File: src/sv/u8t_pkg.sv
// u8t_pkg: shared types and constants of the 8N1 serial transceiver.
// Beat structs for both channels, receiver phase codes and register indexes.
// No dependencies.
`default_nettype none

package u8t_pkg;

   localparam int unsigned CSR_INDEX_W = 4;
   localparam int unsigned CSR_DATA_W  = 16;

   localparam logic [CSR_INDEX_W-1:0] CSR_HALF_BIT_TICKS  = 4'd0;
   localparam logic [CSR_INDEX_W-1:0] CSR_LOOPBACK_ENABLE = 4'd1;

   localparam logic [15:0] HALF_BIT_TICKS_RESET = 16'd217;

   localparam logic [3:0] DATA_BITS  = 4'd8;
   localparam logic [3:0] FRAME_BITS = 4'd10;
   localparam logic [9:0] FRAME_IDLE = 10'h3FF;

   typedef enum logic [1:0] {
      RX_IDLE = 2'd0,
      RX_DATA = 2'd1,
      RX_STOP = 2'd2
   } rx_phase_type;

   typedef struct packed {
      logic       line_in;
      logic       send_valid;
      logic [7:0] send_byte;
   } req_type;

   typedef struct packed {
      logic       byte_valid;
      logic [7:0] byte_value;
      logic       line_out;
      logic       receiving;
      logic       sending;
   } rsp_type;

endpackage

`default_nettype wire

File: src/sv/u8t_step.sv
// u8t_step: receiver and transmitter state with the single-tick update logic.
// Advances one tick per beat; result reflects the state after the update.
// Depends on u8t_pkg.
`default_nettype none

module u8t_step (
   input  wire logic             clock,
   input  wire logic             reset,
   input  wire logic             step_en,
   input  wire u8t_pkg::req_type req,
   input  wire logic [15:0]      half_bit_ticks,
   input  wire logic             loopback_enable,
   output u8t_pkg::rsp_type      rsp
);

   u8t_pkg::rx_phase_type rx_phase_ff, rx_phase_in;
   logic [17:0] rx_timer_ff, rx_timer_in, rx_timer_dec;
   logic [3:0]  rx_bit_count_ff, rx_bit_count_in;
   logic [7:0]  rx_shift_ff, rx_shift_in;
   logic [9:0]  tx_frame_ff, tx_frame_in;
   logic [3:0]  tx_bit_count_ff, tx_bit_count_in;
   logic [16:0] tx_timer_ff, tx_timer_in, tx_timer_dec;
   logic        tx_active_ff, tx_active_in;

   logic [15:0] half;
   logic [16:0] bit_ticks;
   logic [17:0] start_ticks;

   assign half        = (half_bit_ticks == 16'd0) ? 16'd1 : half_bit_ticks;
   assign bit_ticks   = {half, 1'b0};
   assign start_ticks = {2'b00, half} + {1'b0, bit_ticks};

   assign rx_timer_dec = (rx_timer_ff != 18'd0) ? rx_timer_ff - 18'd1 : rx_timer_ff;
   assign tx_timer_dec = (tx_timer_ff != 17'd0) ? tx_timer_ff - 17'd1 : tx_timer_ff;

   // receiver next state
   always_comb begin
      rx_phase_in     = rx_phase_ff;
      rx_timer_in     = rx_timer_ff;
      rx_bit_count_in = rx_bit_count_ff;
      rx_shift_in     = rx_shift_ff;
      unique case (rx_phase_ff)
         u8t_pkg::RX_DATA, u8t_pkg::RX_STOP: begin
            rx_timer_in = rx_timer_dec;
            if (rx_timer_dec == 18'd0) begin
               rx_timer_in = {1'b0, bit_ticks};
               if (rx_phase_ff == u8t_pkg::RX_DATA) begin
                  rx_shift_in     = {req.line_in, rx_shift_ff[7:1]};
                  rx_bit_count_in = rx_bit_count_ff + 4'd1;
                  if (rx_bit_count_in >= u8t_pkg::DATA_BITS) begin
                     rx_phase_in = u8t_pkg::RX_STOP;
                  end
               end else if (req.line_in) begin
                  rx_phase_in = u8t_pkg::RX_IDLE;
               end
            end
         end
         default: begin
            rx_phase_in = u8t_pkg::RX_IDLE;
            if (!req.line_in) begin
               rx_phase_in     = u8t_pkg::RX_DATA;
               rx_timer_in     = start_ticks;
               rx_bit_count_in = 4'd0;
            end
         end
      endcase
   end

   // transmitter next state
   always_comb begin
      tx_frame_in     = tx_frame_ff;
      tx_bit_count_in = tx_bit_count_ff;
      tx_timer_in     = tx_timer_ff;
      tx_active_in    = tx_active_ff;
      if (tx_active_ff) begin
         tx_timer_in = tx_timer_dec;
         if (tx_timer_dec == 17'd0) begin
            tx_frame_in     = {1'b1, tx_frame_ff[9:1]};
            tx_bit_count_in = tx_bit_count_ff + 4'd1;
            if (tx_bit_count_in >= u8t_pkg::FRAME_BITS) begin
               tx_active_in    = 1'b0;
               tx_frame_in     = u8t_pkg::FRAME_IDLE;
               tx_bit_count_in = 4'd0;
            end else begin
               tx_timer_in = bit_ticks;
            end
         end
      end else if (req.send_valid) begin
         tx_frame_in     = {1'b1, req.send_byte, 1'b0};
         tx_bit_count_in = 4'd0;
         tx_timer_in     = bit_ticks;
         tx_active_in    = 1'b1;
      end
   end

   // result of this tick
   always_comb begin
      rsp.byte_valid = (rx_phase_ff == u8t_pkg::RX_DATA) && (rx_phase_in == u8t_pkg::RX_STOP);
      rsp.byte_value = rsp.byte_valid ? rx_shift_in : 8'd0;
      rsp.receiving  = (rx_phase_in != u8t_pkg::RX_IDLE);
      rsp.sending    = tx_active_in;
      if (loopback_enable) begin
         rsp.line_out = req.line_in;
      end else begin
         rsp.line_out = tx_active_in ? tx_frame_in[0] : 1'b1;
      end
   end

   always_ff @(posedge clock) begin
      if (reset) begin
         rx_phase_ff     <= u8t_pkg::RX_IDLE;
         rx_timer_ff     <= 18'd0;
         rx_bit_count_ff <= 4'd0;
         rx_shift_ff     <= 8'd0;
         tx_frame_ff     <= u8t_pkg::FRAME_IDLE;
         tx_bit_count_ff <= 4'd0;
         tx_timer_ff     <= 17'd0;
         tx_active_ff    <= 1'b0;
      end else if (step_en) begin
         rx_phase_ff     <= rx_phase_in;
         rx_timer_ff     <= rx_timer_in;
         rx_bit_count_ff <= rx_bit_count_in;
         rx_shift_ff     <= rx_shift_in;
         tx_frame_ff     <= tx_frame_in;
         tx_bit_count_ff <= tx_bit_count_in;
         tx_timer_ff     <= tx_timer_in;
         tx_active_ff    <= tx_active_in;
      end
   end

endmodule

`default_nettype wire

File: src/sv/uart_8n1_transceiver.sv
// uart_8n1_transceiver: 8N1 serial receiver and transmitter, one tick per beat.
// The response beat is registered in the output stage; throughput 1 beat per cycle while the output
// is not stalled, set by the single registered update pass in u8t_step and a two-entry output stage.
// Synchronous reset clears line state, the output stage and the registers to
// half_bit_ticks 217, loopback off. Depends on u8t_pkg and u8t_step.
`default_nettype none

module uart_8n1_transceiver (
   input  wire logic                              clock,
   input  wire logic                              reset,
   input  wire logic                              req_valid,
   output logic                                   req_stall,
   input  wire u8t_pkg::req_type                  req_data,
   output logic                                   rsp_valid,
   input  wire logic                              rsp_stall,
   output u8t_pkg::rsp_type                       rsp_data,
   input  wire logic                              csr_valid,
   output logic                                   csr_ready,
   input  wire logic [u8t_pkg::CSR_INDEX_W-1:0]   csr_index,
   input  wire logic [u8t_pkg::CSR_DATA_W-1:0]    csr_data
);

   logic [15:0] half_bit_ticks_ff;
   logic        loopback_enable_ff;

   logic             accept;
   logic             out_take;
   u8t_pkg::rsp_type step_rsp;

   logic             out_valid_ff;
   u8t_pkg::rsp_type out_data_ff;
   logic             skid_valid_ff;
   u8t_pkg::rsp_type skid_data_ff;

   assign csr_ready = 1'b1;
   assign req_stall = skid_valid_ff;
   assign accept    = req_valid && !req_stall;
   assign out_take  = out_valid_ff && !rsp_stall;
   assign rsp_valid = out_valid_ff;
   assign rsp_data  = out_data_ff;

   always_ff @(posedge clock) begin
      if (reset) begin
         half_bit_ticks_ff  <= u8t_pkg::HALF_BIT_TICKS_RESET;
         loopback_enable_ff <= 1'b0;
      end else if (csr_valid && csr_ready) begin
         unique case (csr_index)
            u8t_pkg::CSR_HALF_BIT_TICKS:  half_bit_ticks_ff  <= csr_data;
            u8t_pkg::CSR_LOOPBACK_ENABLE: loopback_enable_ff <= csr_data[0];
            default: ;
         endcase
      end
   end

   u8t_step u_step (
      .clock           (clock),
      .reset           (reset),
      .step_en         (accept),
      .req             (req_data),
      .half_bit_ticks  (half_bit_ticks_ff),
      .loopback_enable (loopback_enable_ff),
      .rsp             (step_rsp)
   );

   always_ff @(posedge clock) begin
      if (reset) begin
         out_valid_ff  <= 1'b0;
         skid_valid_ff <= 1'b0;
      end else if (skid_valid_ff) begin
         if (out_take) begin
            skid_valid_ff <= 1'b0;
         end
      end else if (accept) begin
         if (out_valid_ff && !out_take) begin
            skid_valid_ff <= 1'b1;
         end else begin
            out_valid_ff <= 1'b1;
         end
      end else if (out_take) begin
         out_valid_ff <= 1'b0;
      end
   end

   always_ff @(posedge clock) begin
      if (skid_valid_ff) begin
         if (out_take) begin
            out_data_ff <= skid_data_ff;
         end
      end else if (accept) begin
         if (out_valid_ff && !out_take) begin
            skid_data_ff <= step_rsp;
         end else begin
            out_data_ff <= step_rsp;
         end
      end
   end

   // hold the skid beat only behind a full output register
   a_skid_behind_out: assert property (@(posedge clock) disable iff (reset)
      skid_valid_ff |-> out_valid_ff)
      else $error("skid beat without output beat");

   // a full skid entry can only come from a stalled output
   a_skid_fill: assert property (@(posedge clock) disable iff (reset)
      $rose(skid_valid_ff) |-> $past(rsp_stall))
      else $error("skid filled without stall");

   // a received byte leaves the receiver in its stop wait
   a_byte_receiving: assert property (@(posedge clock) disable iff (reset)
      (rsp_valid && rsp_data.byte_valid) |-> rsp_data.receiving)
      else $error("byte reported outside a frame");

   // drop the byte value outside a report
   a_byte_zero: assert property (@(posedge clock) disable iff (reset)
      (rsp_valid && !rsp_data.byte_valid) |-> (rsp_data.byte_value == 8'd0))
      else $error("byte value without report");

endmodule

`default_nettype wire

File: config.mk
export PLATFORM = sky130hd
export DESIGN_NAME = uart_8n1_transceiver
export DESIGN_NICKNAME = d
export VERILOG_FILES = /design/src/sv/u8t_pkg.sv /design/src/sv/u8t_step.sv /design/src/sv/uart_8n1_transceiver.sv
export SDC_FILE = /design/constraint.sdc
export NUM_CORES = 1
export LEC_CHECK = 0
export BUFFER_PORTS_ARGS = -buffer_cell sky130_fd_sc_hd__buf_2
export CAP_MARGIN = 20
export CORE_ASPECT_RATIO = 1.25
export CORE_UTILIZATION = 55
export CTS_CLUSTER_SIZE = 20
export DETAILED_ROUTE_END_ITERATION = 12
export PLACE_DENSITY_LB_ADDON = 0.3
export SYNTH_ARGS = -nofsm -noshare
export SYNTH_HDL_FRONTEND = slang
export SYNTH_SLANG_ARGS = --single-unit
File: constraint.sdc
create_clock -name clock -period 4.79 [get_ports clock]
set_input_delay 0.7185 -clock clock [delete_from_list [all_inputs] [get_ports clock]]
set_output_delay 0.7185 -clock clock [all_outputs]
set_load 0.05 [all_outputs]
# [Yosys cells after proc, flatten, opt, wreduce, memory -nomap -nowiden]
# Cells that the tools add are included.
[totals] ff_bits=107 in_bits=35 out_inout_bits=15 word_cells=118
[op_classes] addsub=5 n_lt_le_gt_ge=2 eq_ne=11 mux=49 bitwise_logic=1 n_reduce_logical=27
[ops] op="17-bit 2-to-1 mux" count=5
[ops] op="18-bit 2-to-1 mux" count=4
[ops] op="12-bit 2-to-1 mux" count=4
[ops] op="4-bit 2-to-1 mux" count=8
[ops] op="8-bit 2-to-1 mux" count=4
[ops] op="10-bit 2-to-1 mux" count=3
[ops] op="16-bit by 17-bit adder with 18-bit output" count=1
[ops] op="18-bit logical NOT" count=1
[ops] op="18-bit nonzero test" count=1
[ops] op="18-bit by 1-bit subtractor with 18-bit output, second input constant" count=1
[ops] op="17-bit logical NOT" count=1
[ops] op="17-bit nonzero test" count=1
[ops] op="17-bit by 1-bit subtractor with 17-bit output, second input constant" count=1
[ops] op="16-bit logical NOT" count=1
[ops] op="16-bit 2-to-1 mux" count=1
[ops] op="1-bit 2-to-1 mux" count=14
[ops] op="3-bit AND reduction" count=4
[ops] op="2-bit 2-to-1 mux" count=5
[ops] op="9-bit 2-to-1 mux" count=1
[ops] op="4-bit by 1-bit adder with 4-bit output, second input constant" count=2
[ops] op="4-bit >= comparator, second input constant" count=2
[ops] op="2-bit inequality test, second input constant" count=4
[ops] op="2-bit AND reduction" count=4
[ops] op="2-bit nonzero test" count=4
[ops] op="10 further kinds" count=18

# [Logic depth before layout (Yosys ltp)]
[logic_depth] ltp_word=12 mapped_depth=17 mapped_depth_nobuf=16

# [Hierarchy]
# Synthesis repeated with hierarchy kept, for this count alone.
[unflattened] cells_unflattened=820 area_unflattened_um2=6875.3
[by_module_without_submodules] mod="u8t_step" n_inst=1 cells_per_inst=692 area_per_inst_um2=5186.2 seq_area_each_um2=1281.2
[by_module_without_submodules] mod="uart_8n1_transceiver" n_inst=1 cells_per_inst=128 area_per_inst_um2=1689.1 seq_area_each_um2=1101.1

# [Least setup slack after synthesis]
# No wires, ideal clock.
[synth_timing] kind="flip-flop to flip-flop" from="register u_step.rx_timer_ff[0]" to="register out_data_ff (netlist bit rsp_data[8]), data pin" setup_time_ns=0.260 t_arrival_ns=3.256 required_ns=4.530 path_slack_ns=1.274 path_stages_with_launch=15 n_path_buf=4 period_less_slack_ns=3.516 path_cell_list="dfxtp_1 -> clkbuf_1 -> inv_1 -> ha_1 -> or4b_1 -> clkbuf_1 -> or4_4 -> o41ai_2 -> o211ai_1 -> nor4_4 -> and3_1 -> buf_4 -> buf_6 -> mux2i_1 -> o21ai_1"
[synth_between] elab_chain_len=11 elab_cells_between_ends=14 cone_classes="1 x add/sub; 1 x eq/ne; 9 x mux; 3 x reduce/logical"
[synth_rtl] element="start, declared" line_no="u8t_step.sv:17" rtl="logic [17:0] rx_timer_ff, rx_timer_in, rx_timer_dec;"
[synth_rtl] element="start signal, assigned" line_no="u8t_step.sv:121" rtl="rx_timer_ff <= rx_timer_in;"
[synth_rtl] element="18-bit by 1-bit subtractor with 18-bit output / 18-bit nonzero test (equally long branches)" line_no="u8t_step.sv:33" rtl="assign rx_timer_dec = (rx_timer_ff != 18'd0) ? rx_timer_ff - 18'd1 : rx_timer_ff;"
[synth_rtl] element="18-bit 2-to-1 mux (*)" line_no="u8t_step.sv:33"
[synth_rtl] element="18-bit logical NOT (*)" line_no="u8t_step.sv:45" rtl="if (rx_timer_dec == 18'd0) begin"
[synth_rtl] element="2-bit 2-to-1 mux" line_no="u8t_step.sv:45"
[synth_rtl] element="2-bit 2-to-1 mux" line_no="u8t_step.sv:42" rtl="unique case (rx_phase_ff)"
[synth_rtl] element="2-bit equality test" line_no="u8t_step.sv:98" rtl="rsp.byte_valid = (rx_phase_ff == u8t_pkg::RX_DATA) && (rx_phase_in == u8t_pkg::RX_STOP);"
[synth_rtl] element="1-bit logical AND" line_no="u8t_step.sv:98"
[synth_rtl] element="8-bit 2-to-1 mux (*)" line_no="u8t_step.sv:99" rtl="rsp.byte_value = rsp.byte_valid ? rx_shift_in : 8'd0;"
[synth_rtl] element="12-bit 2-to-1 mux (*)" line_no="uart_8n1_transceiver.sv:90" rtl="if (out_valid_ff && !out_take) begin"
[synth_rtl] element="12-bit 2-to-1 mux (*)" line_no="uart_8n1_transceiver.sv:89" rtl="end else if (accept) begin"
[synth_rtl] element="12-bit 2-to-1 mux (*)" line_no="uart_8n1_transceiver.sv:85" rtl="if (skid_valid_ff) begin"
[synth_rtl] element="end signal, assigned" line_no="uart_8n1_transceiver.sv:87" rtl="out_data_ff <= skid_data_ff;"
[synth_rtl] element="end signal, assigned" line_no="uart_8n1_transceiver.sv:93" rtl="out_data_ff <= step_rsp;"
[synth_rtl] element="end, declared" line_no="uart_8n1_transceiver.sv:31" rtl="u8t_pkg::rsp_type out_data_ff;"
# Every way passes the cells marked *; elsewhere a longest branch is shown, timed or not. The select of a mux whose other input is x is not followed.
# A chain may end at the register's enable or synchronous reset.

# [Final worst setup path]
# Ends and elaborated chain as after synthesis.

==> results.sh <==
export IMPL_status="finished clean"
export IMPL_synth_seq_cells=107
export IMPL_ys_types=86
export IMPL_synth_ff_type="dfxtp_1"
export IMPL_yosysTopAreaCellShare_pct=23.1
export IMPL_synth_top_family_by_area="simple AND/OR/NAND/NOR gates"
export IMPL_setup_violations=0
export IMPL_grt_pass1_vias=6023
export IMPL_clk_pin_slew_ps=70
export IMPL_n_antenna_cell=0
export IMPL_grtUsageTotal_pct=26.4
export IMPL_muxShareOfSynthArea_pct=3.54
export IMPL_fp_coreArea_um2=12700
export IMPL_fin_crit_ps=4060
export IMPL_synth_area_leaders="dfxtp_1 23%, edfxtp_1 10%, a21oi_1 5.4%"
export IMPL_clock_path_buffers=2
export IMPL_avgRoutedWirePerCell_um=16.6
export IMPL_yosysWarnings=0
export IMPL_hold_violations=0
export IMPL_htree_levels=3
export IMPL_crit_path_start_kind="flip-flop"
export IMPL_drv_slew=0
export IMPL_path_class="flip-flop to flip-flop"
export IMPL_hpwl_mm=12.8
export IMPL_skew_ps=9.63
export IMPL_r2r_end="rsp_data[8]"
export IMPL_rsz0062_at_grt="no"
export IMPL_cp_max_fo=16
export IMPL_worstSetupEndpointType="flip-flop"
export IMPL_vias=6705
export IMPL_synth_xor_area_share_pct=2.67
export IMPL_vdd_drop_max_mv=0.170
export IMPL_grt_max_degree=55
export IMPL_timing_rr_start="u_step.rx_timer_ff[0]"
export IMPL_power_leakage_nw=2.90
export IMPL_drt_iter0_drc=524
export IMPL_cp_arrival_ps=4150
export IMPL_postCtsSetupRepairBufs=0
export IMPL_cts_resized_gates=0
export IMPL_ctsRootBufferMaster="clkbuf_16"
export IMPL_syn_area_um2=7200
export IMPL_synth_fa_ha_area_share_pct=5.66
export IMPL_fillCellCount=1212
export IMPL_grt_pass1_wl_mm=29.1
export IMPL_max_freq_mhz=246
export IMPL_grt_overflow_total=0
export IMPL_antenna_left=0
export IMPL_vias_per_cell=6.19
export IMPL_nNetsFinal=977
export IMPL_routed_wl_mm=18.0
export IMPL_io_buffers=48
export IMPL_cap_viol_max_count=0
export IMPL_clkLatencyLatePin_ps=350
export IMPL_cts_tree="done"
export IMPL_placed_cell_area_um2=7440
export IMPL_powerDensity_nw_per_um2=300
export IMPL_finalCritPeriodShare_pct=84.8
export IMPL_synth_compound_area_share_pct=24.1
export IMPL_syn_inst=902
export IMPL_hp_class="flip-flop to flip-flop"
export IMPL_avgSynthCellArea_um2=7.99
export IMPL_cts_sinks=107
export IMPL_layout_drive_gt1_share_pct=11.1
export IMPL_cts_buffers_inserted=9
export IMPL_antenna_found_initial=0
export IMPL_ys_seq_area_share_pct=33.1
export IMPL_synthSimpleGateAreaFrac_pct=25.0
export IMPL_r2r_slack_ps=730
export IMPL_area_growth_pct=7.16
export IMPL_finalInstanceArea_um2=7720
export IMPL_async_reset_ff_share_pct=0
export IMPL_initial_core_util_pct=56.6
export IMPL_required_ps=4870
export IMPL_relSlewSlack_pct=24.4
export IMPL_rows=46
export IMPL_die_w_um=104
export IMPL_synth_edff_count=24
export IMPL_syn_nets=969
export IMPL_gp_congestion=0.917
export IMPL_cts_hold_buf=0
export IMPL_fin_setup_tns_ps=0
export IMPL_die_height_um=130
export IMPL_worstHoldStart="u_step.tx_frame_ff[9]"
export IMPL_drt_pass1_iter_count=5
export IMPL_synth_area_leader_cell="dfxtp_1"
export IMPL_ios=50
export IMPL_dieArea_um2=13600
export IMPL_worst_r2r_cell_count=10
export IMPL_drc=0
export IMPL_hold_depth=1
export IMPL_holdPathEnd="u_step.tx_frame_ff[9]"
export IMPL_tightest_slew_ps=1130
-- cell families after synthesis --
| family | Yosys count |
|---|---|
| compound gates | 263 |
| xor+xnor | 22 |
| fa+ha+maj | 32 |
| buf+inv | 101 |
| flops | 107 |
| mux | 25 |
| other cells | 1 |
| simple gates | 351 |
-- cell type report --
type                            count  area, µm²  area share [%]
Clock buffer                       12        236            3.06
Clock inverter                      4       25.0           0.324
Inverter                           38        143            1.85
Multi-Input combinational cell    694       4390            56.9
Sequential cell                   107       2380            30.9
Tap cell                          168        210            2.72
Timing Repair Buffer               60        330            4.28
-- cells in the mapped netlist (all sizes together) (5+ instances only) --
| master | number |
|---|---|
| o22ai | 9 |
| nand3 | 43 |
| nand4 | 6 |
| dfxtp | 83 |
| a31oi | 11 |
| o21a | 15 |
| ha | 31 |
| xor2 | 12 |
| nor2 | 69 |
| nor4 | 16 |
| and2 | 14 |
| nand2b | 11 |
| o31ai | 9 |
| nand4b | 6 |
| nor3 | 37 |
| o41ai | 5 |
| o211ai | 17 |
| nor2b | 10 |
| nor4b | 6 |
| a21oi | 78 |
| and3 | 9 |
| or3 | 7 |
| o21ai | 62 |
| edfxtp | 24 |
| inv | 37 |
| or2 | 7 |
| xnor2 | 10 |
| or4 | 13 |
| a31o | 5 |
| clkbuf | 46 |
| buf | 17 |
| nand2 | 91 |
| mux2i | 21 |
-- how the worst max path moves through the flow --
stage	from	end	slack (ps)	cells past startpoint
after global placement	u_step.rx_timer_ff[0]	rsp_data[7]	900	10
after floorplan	u_step.rx_timer_ff[0]	rsp_data[8]	1270	14
after detailed placement	u_step.rx_timer_ff[0]	rsp_data[8]	780	10
final	u_step.rx_timer_ff[0]	rsp_data[8]	730	10
after global routing	u_step.rx_timer_ff[0]	u_step.rx_timer_ff[1]	440	11
after CTS	u_step.rx_timer_ff[0]	rsp_data[8]	770	10
-- power by group --
part           switching, mW  total [mW]  internal [mW]
combinational          0.393       0.616          0.223
clock                  0.324       0.677          0.353
sequential            0.0557        1.03          0.970
total                  0.773        2.32           1.55
-- flip-flops by register name, summed over array words and instances, names as in the netlist --
name                    cells
u_step.rx_timer_ff         18
u_step.tx_timer_ff         17
half_bit_ticks_ff          16
rsp_data                   12
skid_data_ff               12
u_step.tx_frame_ff         10
u_step.rx_shift_ff          8
u_step.rx_bit_count_ff      4
u_step.tx_bit_count_ff      4
u_step.rx_phase_ff          2
loopback_enable_ff          1
req_stall                   1
rsp_valid                   1
u_step.tx_active_ff         1
-- layout by cell type, fill, tap and decap left out, types with 10 or more instances in the layout --
cell,instances
o21ai_0,51
o21ai_1,10
edfxtp_1,24
nor3_1,37
buf_4,12
and2_1,13
mux2i_1,21
inv_1,37
nand3_1,43
nor4_1,14
nand2b_1,11
xor2_1,12
ha_1,31
or4_1,10
o21a_1,15
nand2_1,91
nor2b_1,10
o211ai_1,16
dfxtp_1,83
a21oi_1,78
xnor2_1,10
buf_2,48
a31oi_1,10
nor2_1,68
-- through the flow --
step	worst slack, ps	power, mW	cells	hold WS, ps	util [%]
floorplan	1270	1.51	902	410	-
global placement	901	1.64	1065	433	58.5
detailed placement	778	1.65	1065	437	58.5
CTS	771	2.32	1081	454	60.6
finish	726	2.32	1083	452	60.7
global route	440	2.42	1083	485	60.7
-- metal layers --
layer | track usage (%) | vias to the layer above | share of wire [%]
li1 | - | 3322 | -
met1 | 34.3 | 3127 | 44
met2 | 45.3 | 226 | 48
met3 | 2.95 | 30 | 5.2
met4 | 9.83 | 0 | 2.3
met5 | 0 | - | 0
-- worst max-delay path, cell delays in order, from the launching register on --
cell,delay [ps]
dfxtp_1,410
inv_1,90
ha_1,270
or4b_1,600
nor4_2,460
mux2i_1,270
o31ai_1,120
o31ai_2,410
and3_1,740
mux2i_1,310
o21ai_1,110
Note: power is estimated with default switching activity, not from simulation.
